--- config.mk ---
export PLATFORM = sky130hd
export DESIGN_NAME = life_cellular_automaton_step_core
export DESIGN_NICKNAME = d
export VERILOG_FILES = /design/src/design/lcas_pkg.sv /design/src/design/lcas_line_store.sv /design/src/design/lcas_position.sv /design/src/design/lcas_eval.sv /design/src/design/life_cellular_automaton_step_core.sv
export SDC_FILE = /design/constraint.sdc
export NUM_CORES = 2
export LEC_CHECK = 0
export BUFFER_PORTS_ARGS = -buffer_cell sky130_fd_sc_hd__clkbuf_2
export CELL_PAD_IN_SITES_DETAIL_PLACEMENT = 2
export CELL_PAD_IN_SITES_GLOBAL_PLACEMENT = 2
export CORE_UTILIZATION = 40
export CTS_CLUSTER_DIAMETER = 30
export DETAILED_ROUTE_END_ITERATION = 10
export GPL_ROUTABILITY_DRIVEN = 1
export PLACE_DENSITY = 0.68
export REMOVE_ABC_BUFFERS = 1
export SLEW_MARGIN = 20
export SYNTH_ARGS = -nofsm -noshare
export SYNTH_HDL_FRONTEND = slang
export SYNTH_SLANG_ARGS = --single-unit
export TNS_END_PERCENT = 5
--- constraint.sdc ---
create_clock -name clk -period 14 [get_ports clk]
set_input_delay 0 -clock clk [delete_from_list [all_inputs] [get_ports clk]]
set_output_delay 0 -clock clk [all_outputs]
set_load 0.05 [all_outputs]
--- src/design/lcas_pkg.sv ---
// ----------------------------------------------------------------------------
// lcas_pkg
// Shared types, constants and helper functions for the life step core.
// ----------------------------------------------------------------------------
package lcas_pkg;

	localparam int COLS_REG_W = 11;
	localparam int ROWS_W     = 13;
	localparam int CFG_W      = 13;
	localparam int COUNT_W    = 4;

	localparam logic [COLS_REG_W-1:0] COLS_RESET  = 11'd800;
	localparam logic [ROWS_W-1:0]     ROWS_RESET  = 13'd400;
	localparam logic [ROWS_W-1:0]     ROWS_LIMIT  = 13'd4096;
	localparam int                    MIN_COLUMNS = 3;

	localparam logic [COUNT_W-1:0] BIRTH_COUNT = 4'd3;
	localparam logic [COUNT_W-1:0] KEEP_COUNT  = 4'd2;

	// register indexes on the config port
	localparam logic CFG_GRID_COLUMNS = 1'b0;
	localparam logic CFG_GRID_ROWS    = 1'b1;

	// per-item control computed from the frame position
	typedef struct packed {
		logic state_in;   // value of the new cell, forced dead outside the grid or when the opcode is set
		logic emit;       // item yields a result
		logic wrap;       // column 0: result for last cell two rows up
		logic mask_top;
		logic mask_bot;
		logic mask_left;
		logic last;
	} cell_info_t;

	// shift each window row one column older and insert the new column
	function automatic logic [8:0] win_push(logic [8:0] w, logic top, logic mid,
		logic bot);
		logic [8:0] o;
		o[2:0] = {top, w[2], w[1]};
		o[5:3] = {mid, w[5], w[4]};
		o[8:6] = {bot, w[8], w[7]};
		return o;
	endfunction

	// live neighbors of the centre of a 3x3 neighborhood, edges masked
	function automatic logic [COUNT_W-1:0] count_live(logic [8:0] nb, logic mask_top,
		logic mask_bot, logic mask_left);
		logic [COUNT_W-1:0] n;
		n = '0;
		for (int rr = 0; rr < 3; rr++) begin
			for (int cc = 0; cc < 3; cc++) begin
				if (!(rr == 0 && mask_top) && !(rr == 2 && mask_bot) &&
					!(cc == 0 && mask_left) && !(rr == 1 && cc == 1)) begin
					n = n + {{(COUNT_W-1){1'b0}}, nb[3*rr+cc]};
				end
			end
		end
		return n;
	endfunction

endpackage

--- src/design/lcas_line_store.sv ---
// ----------------------------------------------------------------------------
// lcas_line_store
// Two line stores kept as one two-bit wide memory, registered read with
// bypass of a write to the same column in the same cycle.
// ----------------------------------------------------------------------------
module lcas_line_store #(
	parameter int DEPTH = 1024,
	parameter int AW    = $clog2(DEPTH)
) (
	input  logic          clk,
	input  logic          rd_en,
	input  logic [AW-1:0] rd_addr,
	input  logic          wr_en,
	input  logic [AW-1:0] wr_addr,
	input  logic [1:0]    wr_data,   // {upper, lower}
	output logic [1:0]    rd_data    // {upper, lower}
);

	logic [1:0] mem [DEPTH];
	logic [1:0] rd_q;

	always_ff @(posedge clk) begin
		if (wr_en) begin
			mem[wr_addr] <= wr_data;
		end
	end

	always_ff @(posedge clk) begin
		if (rd_en) begin
			if (wr_en && wr_addr == rd_addr) begin
				rd_q <= wr_data;
			end else begin
				rd_q <= mem[rd_addr];
			end
		end
	end

	assign rd_data = rd_q;

endmodule

--- src/design/lcas_position.sv ---
// ----------------------------------------------------------------------------
// lcas_position
// Frame position counters and the per-item edge and result flags.
// ----------------------------------------------------------------------------
module lcas_position #(
	parameter int MAX_COLUMNS = 1024,
	parameter int CW          = $clog2(MAX_COLUMNS),
	parameter int UW          = $clog2(MAX_COLUMNS + 1)
) (
	input  logic                      clk,
	input  logic                      arst_n,
	input  logic                      restart,
	input  logic                      advance,
	input  logic [UW-1:0]             cols_used,
	input  logic [lcas_pkg::ROWS_W-1:0] rows_used,
	input  logic                      opcode,
	input  logic                      alive,
	output logic [CW-1:0]             col,
	output lcas_pkg::cell_info_t      info
);
	import lcas_pkg::*;

	logic [CW-1:0]     col_q;
	logic [ROWS_W-1:0] row_q;
	logic [UW:0]       col_inc;
	logic [ROWS_W:0]   rows_p1;
	logic [ROWS_W:0]   row_ext;
	logic              past_end;

	assign col_inc  = {1'b0, UW'(col_q)} + 1'b1;
	assign rows_p1  = {1'b0, rows_used} + 1'b1;
	assign row_ext  = {1'b0, row_q};
	assign past_end = row_ext >= rows_p1;

	always_comb begin
		info.wrap      = (col_q == '0);
		info.state_in  = !opcode && (row_q < rows_used) && alive;
		info.emit      = info.wrap ? (row_q >= ROWS_W'(2)) : (row_q >= ROWS_W'(1));
		info.mask_top  = info.wrap ? (row_q == ROWS_W'(2)) : (row_q == ROWS_W'(1));
		info.mask_bot  = info.wrap ? past_end : (row_q >= rows_used);
		info.mask_left = !info.wrap && (col_q == CW'(1));
		info.last      = info.wrap && (row_ext == rows_p1);
	end

	assign col = col_q;

	always_ff @(posedge clk or negedge arst_n) begin
		if (!arst_n) begin
			col_q <= '0;
			row_q <= '0;
		end else if (restart) begin
			col_q <= '0;
			row_q <= '0;
		end else if (advance) begin
			if (info.wrap && past_end) begin
				col_q <= '0;
				row_q <= '0;
			end else if (col_inc >= {1'b0, cols_used}) begin
				col_q <= '0;
				row_q <= row_q + 1'b1;
			end else begin
				col_q <= CW'(col_inc);
			end
		end
	end

endmodule

--- src/design/lcas_eval.sv ---
// ----------------------------------------------------------------------------
// lcas_eval
// 3x3 window update, neighbor count and the B3/S23 rule, with the result
// register on the output stream.
// ----------------------------------------------------------------------------
module lcas_eval (
	input  logic                 clk,
	input  logic                 arst_n,
	input  logic                 s1_valid,
	input  lcas_pkg::cell_info_t s1_info,
	input  logic [1:0]           store_data,  // {upper, lower}
	output logic                 s1_adv,
	output logic                 m_tvalid,
	input  logic                 m_tready,
	output logic [7:0]           m_tdata,     // next_alive, neighbor_count[3:0], zero pad
	output logic                 m_tlast      // last_of_frame
);
	import lcas_pkg::*;

	logic [8:0]         win_q;
	logic [8:0]         post;
	logic [8:0]         nb;
	logic [COUNT_W-1:0] n;
	logic               next;
	logic               m_valid_q;
	logic               next_q;
	logic [COUNT_W-1:0] count_q;
	logic               last_q;

	assign post = win_push(win_q, store_data[1], store_data[0], s1_info.state_in);

	always_comb begin
		if (s1_info.wrap) begin
			// window before the new column, centre one column older
			nb = {1'b0, win_q[8:7], 1'b0, win_q[5:4], 1'b0, win_q[2:1]};
		end else begin
			nb = post;
		end
	end

	assign n    = count_live(nb, s1_info.mask_top, s1_info.mask_bot, s1_info.mask_left);
	assign next = (n == BIRTH_COUNT) || (nb[4] && n == KEEP_COUNT);

	assign s1_adv = s1_valid && (!s1_info.emit || !m_valid_q || m_tready);

	always_ff @(posedge clk or negedge arst_n) begin
		if (!arst_n) begin
			win_q     <= '0;
			m_valid_q <= 1'b0;
		end else begin
			if (s1_adv) begin
				win_q <= post;
			end
			if (s1_adv && s1_info.emit) begin
				m_valid_q <= 1'b1;
			end else if (m_tready) begin
				m_valid_q <= 1'b0;
			end
		end
	end

	always_ff @(posedge clk) begin
		if (s1_adv && s1_info.emit) begin
			next_q  <= next;
			count_q <= n;
			last_q  <= s1_info.last;
		end
	end

	assign m_tvalid = m_valid_q;
	assign m_tdata  = {3'b000, count_q, next_q};
	assign m_tlast  = last_q;

endmodule

--- src/design/life_cellular_automaton_step_core.sv ---
// ----------------------------------------------------------------------------
// life_cellular_automaton_step_core
// One generation of B3/S23 Life over a bounded grid streamed in raster order.
// ----------------------------------------------------------------------------
// an accepted item is held in the stage 1 register, its result then in the output register
// throughput: one item per cycle unless the output stalls, bounded by the line
//   store read-modify-write (registered read, write as stage 1 advances, same-column bypass)
// reset clears positions, window and valid flags; config restores 800 x 400
// the line store is not cleared: its contents never reach a result unwritten
module life_cellular_automaton_step_core #(
	parameter int MAX_COLUMNS = 1024
) (
	input  logic                       clk,
	input  logic                       arst_n,
	input  logic                       s_tvalid,
	output logic                       s_tready,
	input  logic [7:0]                 s_tdata,   // alive, zero pad
	input  logic                       s_tuser,   // opcode
	output logic                       m_tvalid,
	input  logic                       m_tready,
	output logic [7:0]                 m_tdata,   // next_alive, neighbor_count[3:0], zero pad
	output logic                       m_tlast,   // last_of_frame
	input  logic                       cfg_we,
	input  logic                       cfg_index,
	input  logic [lcas_pkg::CFG_W-1:0] cfg_data
);
	import lcas_pkg::*;

	localparam int CW = $clog2(MAX_COLUMNS);
	localparam int UW = $clog2(MAX_COLUMNS + 1);

	logic [COLS_REG_W-1:0] grid_columns_q;
	logic [ROWS_W-1:0]     grid_rows_q;
	logic [UW-1:0]         cols_used;
	logic [ROWS_W-1:0]     rows_used;

	logic       accept;
	logic       s1_adv;
	logic       s1_valid_q;
	cell_info_t info;
	cell_info_t info_s1;
	logic [CW-1:0] col;
	logic [CW-1:0] col_s1;
	logic [1:0]    store_data;

	always_ff @(posedge clk or negedge arst_n) begin
		if (!arst_n) begin
			grid_columns_q <= COLS_RESET;
			grid_rows_q    <= ROWS_RESET;
		end else if (cfg_we) begin
			unique case (cfg_index)
				CFG_GRID_COLUMNS: grid_columns_q <= cfg_data[COLS_REG_W-1:0];
				CFG_GRID_ROWS:    grid_rows_q    <= cfg_data[ROWS_W-1:0];
				default:          grid_rows_q    <= grid_rows_q;
			endcase
		end
	end

	always_comb begin
		if (int'(grid_columns_q) < MIN_COLUMNS) begin
			cols_used = UW'(MIN_COLUMNS);
		end else if (int'(grid_columns_q) > MAX_COLUMNS) begin
			cols_used = UW'(MAX_COLUMNS);
		end else begin
			cols_used = UW'(grid_columns_q);
		end
		if (grid_rows_q == '0) begin
			rows_used = ROWS_W'(1);
		end else if (grid_rows_q > ROWS_LIMIT) begin
			rows_used = ROWS_LIMIT;
		end else begin
			rows_used = grid_rows_q;
		end
	end

	assign s_tready = !s1_valid_q || s1_adv;
	assign accept   = s_tvalid && s_tready;

	lcas_position #(
		.MAX_COLUMNS(MAX_COLUMNS)
	) u_position (
		.clk       (clk),
		.arst_n    (arst_n),
		.restart   (cfg_we),
		.advance   (accept),
		.cols_used (cols_used),
		.rows_used (rows_used),
		.opcode    (s_tuser),
		.alive     (s_tdata[0]),
		.col       (col),
		.info      (info)
	);

	lcas_line_store #(
		.DEPTH(MAX_COLUMNS)
	) u_line_store (
		.clk     (clk),
		.rd_en   (accept),
		.rd_addr (col),
		.wr_en   (s1_adv),
		.wr_addr (col_s1),
		.wr_data ({store_data[0], info_s1.state_in}),
		.rd_data (store_data)
	);

	always_ff @(posedge clk or negedge arst_n) begin
		if (!arst_n) begin
			s1_valid_q <= 1'b0;
		end else if (accept) begin
			s1_valid_q <= 1'b1;
		end else if (s1_adv) begin
			s1_valid_q <= 1'b0;
		end
	end

	always_ff @(posedge clk) begin
		if (accept) begin
			info_s1 <= info;
			col_s1  <= col;
		end
	end

	lcas_eval u_eval (
		.clk        (clk),
		.arst_n     (arst_n),
		.s1_valid   (s1_valid_q),
		.s1_info    (info_s1),
		.store_data (store_data),
		.s1_adv     (s1_adv),
		.m_tvalid   (m_tvalid),
		.m_tready   (m_tready),
		.m_tdata    (m_tdata),
		.m_tlast    (m_tlast)
	);

endmodule

==> metrics.yaml <==
power:
  vdd_drop_max_mv: 0.1540
  power_frac_seq_pct: 34.2
  combPwrFrac_pct: 12.9
  power_density_nw_per_um2: 200.9
  switching_share_pct: 26.12
  p_sw_mw: 5.708
  p_clk_share_pct: 52.9
  cellInternalPower_mw: 16.14
  p_leak_nw: 34.94
critical_path:
  start_kind: "flip-flop"
  critPathArrivalTime_ns: 6.78
  crit_fanout: 25
  slowest_delay_ns: 0.81
  timing.critical_path.cells: "nor4_1 > nand3_1 > a21oi_1 > ha_1 > nand3_1 > or3_1 > nor3_1 > xnor2_1 > ha_1 > nand4_1 > nor4_1 > nor2_1 > o21ai_0 > a311oi_2 > buf_4 > o211a_1 > or4_1 > a21oi_1"
  crit_path_top_delay_cell: "nor4_1"
  end_kind: "flip-flop"
  cp_num_buf_inv: 1
  crit_type: "flip-flop to flip-flop"
  cp_top_family: "simple AND/OR/NAND/NOR gates"
  critPathRequiredTime_ns: 14.90
yosys:
  syn_area_um2: 89070
  synth_top_area_share_pct: 69.89
  avgSynthCellArea_um2: 17.12
  synth_top_area_cell: "edfxtp_1"
  synth.area.top_cells: "edfxtp_1 70%, mux4_2 12%, nor2_1 4.6%"
  synthArstFlopShare_pct: 2.585
  ys.flop_type: "edfxtp_1"
  synth-edff-count: 2073
  ys_ff_latch: 2128
  ys.warnings.count: 0
  synth_cells: 5202
  seq_area_frac_synth_pct: 71.44
  synth_cell_types: 71
drt:
  drtIter0Drc: 6333
  num_vias: 53860
  wirelength_mm: 332.5
  drt_first_pass_iters: 6
  drc: 0
  via_per_inst: 6.093
  detail_route.wl_per_cell_um: 37.62
  antenna_left: 0
cts:
  cts_root_buf: "clkbuf_16"
  clk_path_buf_depth: 4
  cts_tree: "done"
  cts_buffers: 473
  htree_levels: 5
  cts_num_sinks: 2128
  clkLatencyLatePin_ns: 1.02
  cts_resized: 0
  path_clk_slew_ns: 0.05
sta:
  clock-skew-final_ns: 0.08327
  slew_headroom_pct: 15.40
  fin_crit_sh_pct: 42.00
  drv_slew: 0
  maxClockFrequency_ghz: 0.1701
  setup_viol: 0
  worst_slew_pin_slew_ns: 1.266
  fin_crit_ns: 5.880
  fin_ws_ns: 8.120
  hold_viol_final: 0
  grt_setup_unrepaired: "false"
place:
  gp_congestion: 0.7987
  pre_cts_slack_ns: 8.186
  place_inst: 7929
  hpwl_mm: 168.0
  io_buffers: 28
  place_area_um2: 92080
floorplanning:
  rows: 172
  dieWidth_um: 473.9
  start_util_pct: 40.38
  core_um2: 220600
  die_area_um2: 224600
  pin_count: 39
  die_y_um: 473.9
global_route:
  grt_max_degree: 103
  grt.total_usage_pct: 29.62
  grt_pass1_wl_mm: 466.9
  grt_overflow: 0
  grt_antenna_before_repair: 13
  grt_pass1_vias: 58900
final_layout:
  fillers: 19680
  final_cells: 8839
  final_common_cell: "edfxtp_1"
  area_delta_synth_final_pct: 22.12
  layout-drive-gt1-share_pct: 25.31
  layout_common_cells: "2073 x edfxtp_1, 1081 x nor2_1, 478 x clkbuf_16"
  stdcell_area_um2: 108800
  nets: 5575
min_path:
  hp-class: "input port to flip-flop"
job:
  cap_violations: 0
status:
  status: "completed"
path summary, 6_finish.rpt:
| check | start | end | slack (ns) | cells past startpoint |
|---|---|---|---|---|
| worst min-delay path | m_tready | u_eval.m_tvalid$_DFFE_PN0P_ | 0.08 | 4 |
| worst max register to register | grid_rows_q[3]$_DFFE_PN0P_ | u_position.row_q[12]$_DFFE_PN0P_ | 8.12 | 18 |
| worst max-delay path | grid_rows_q[3]$_DFFE_PN0P_ | u_position.row_q[12]$_DFFE_PN0P_ | 8.12 | 18 |
| worst min register to register | info_s1[0]$_DFFE_PP_ | u_eval.m_tlast$_DFFE_PP_ | 0.42 | 0 |
| min in group asynchronous | arst_n | grid_columns_q[3]$_DFFE_PN0P_ | 0.31 | 4 |
| max in group asynchronous | arst_n | u_position.col[0]$_DFFE_PN0P_ | 13.09 | 4 |
stage by stage:
step	hold WS, ns	setup TNS [ns]	utilization [%]	power [mW]
final	0.08218	0	49.31	21.85
after global routing	0.09548	0	49.31	22.30
after CTS	0.01197	0	49.29	21.92
after detailed placement	0.2084	0	41.74	10.31
after global placement	0.2152	0	41.73	10.23
after floorplan	-0.2956	-1776.11	-	10.78
what timing repair did:
| item | CTS | global route |
|---|---|---|
| buffers inserted | 0 | 0 |
| hold endpoints to repair | 136 | 0 |
| hold buffers | 44 | 0 |
metal layers:
layer	share of wire, %	vias to the layer above	global-route usage, %
met4	4.8	4	13.70
li1	-	21070	-
met2	49	2904	49.27
met3	7.8	784	6.044
met5	0.0075	-	0
met1	38	29090	37.16
sequential cells by signal (all words and copies together), names as in the netlist, 2 cells and up:
register              count
u_eval.count_q            4
u_line_store.rd_data      2
u_position.col           10
info_s1                   7
u_eval.win_q              6
grid_columns_q           11
grid_rows_q              13
col_s1                   10
u_position.row_q         13
u_line_store.mem       2048
logic make-up (layout without fill, tap and decap cells):
family          after synthesis  count (layout)  synth area share (%)
flops                      2128            2128                 71.44
simple gates               1518            1518                 7.000
mux                         690             690                 15.02
buf+inv                     443            1114                 2.708
compound gates              328             328                 2.656
fa+ha+maj                    57              57                0.8007
xor+xnor                     37              37                0.3638
other cells                   1               9              0.004210
worst min-delay path, cell delays in order:
cell           delay, ns
dlygate4sd3_1       0.52
clkbuf_2            0.11
nor2b_1             0.07
or2_2               0.30
synthesized netlist by cell type, types with 19 or more instances:
library cell / instances
buf_2: 53
inv_1: 30
edfxtp_1: 2073
nand2b_1: 19
a22oi_1: 69
mux2i_1: 157
clkbuf_1: 260
nand3_1: 65
buf_8: 20
buf_4: 25
buf_6: 22
ha_1: 57
nor3_1: 24
mux4_2: 457
nor2_1: 1088
nand4_1: 20
a21oi_1: 26
o21ai_0: 57
mux4_1: 44
nand2_1: 194
dfrtp_1: 49
mux2_2: 32
a221oi_1: 34
nor2b_1: 24
o211ai_1: 28
xnor2_1: 20
power by group through the flow:
stage          clock, mW  sequential [mW]  combinational, mW
6_report            11.6             7.46               2.83
5_1_grt             11.9             7.47               2.96
4_1_cts             11.6             7.46               2.83
3_5_place_dp           0             7.57               2.74
3_3_place_gp           0             7.57               2.66
2_1_floorplan          0             8.32               2.46
layout make-up:
cell class,instances,area (um2),area share (%)
well taps,2958,3701,3.403
clock inverters,336,4084,3.755
clock buffers,524,12130,11.16
inverters,34,127.6,0.1173
repair buffers,220,1742,1.601
flip-flops and latches,2128,63650,58.51
multi-input cells,2633,23320,21.44
diodes,6,15.01,0.01380
Power figures use the tool's default switching activity.
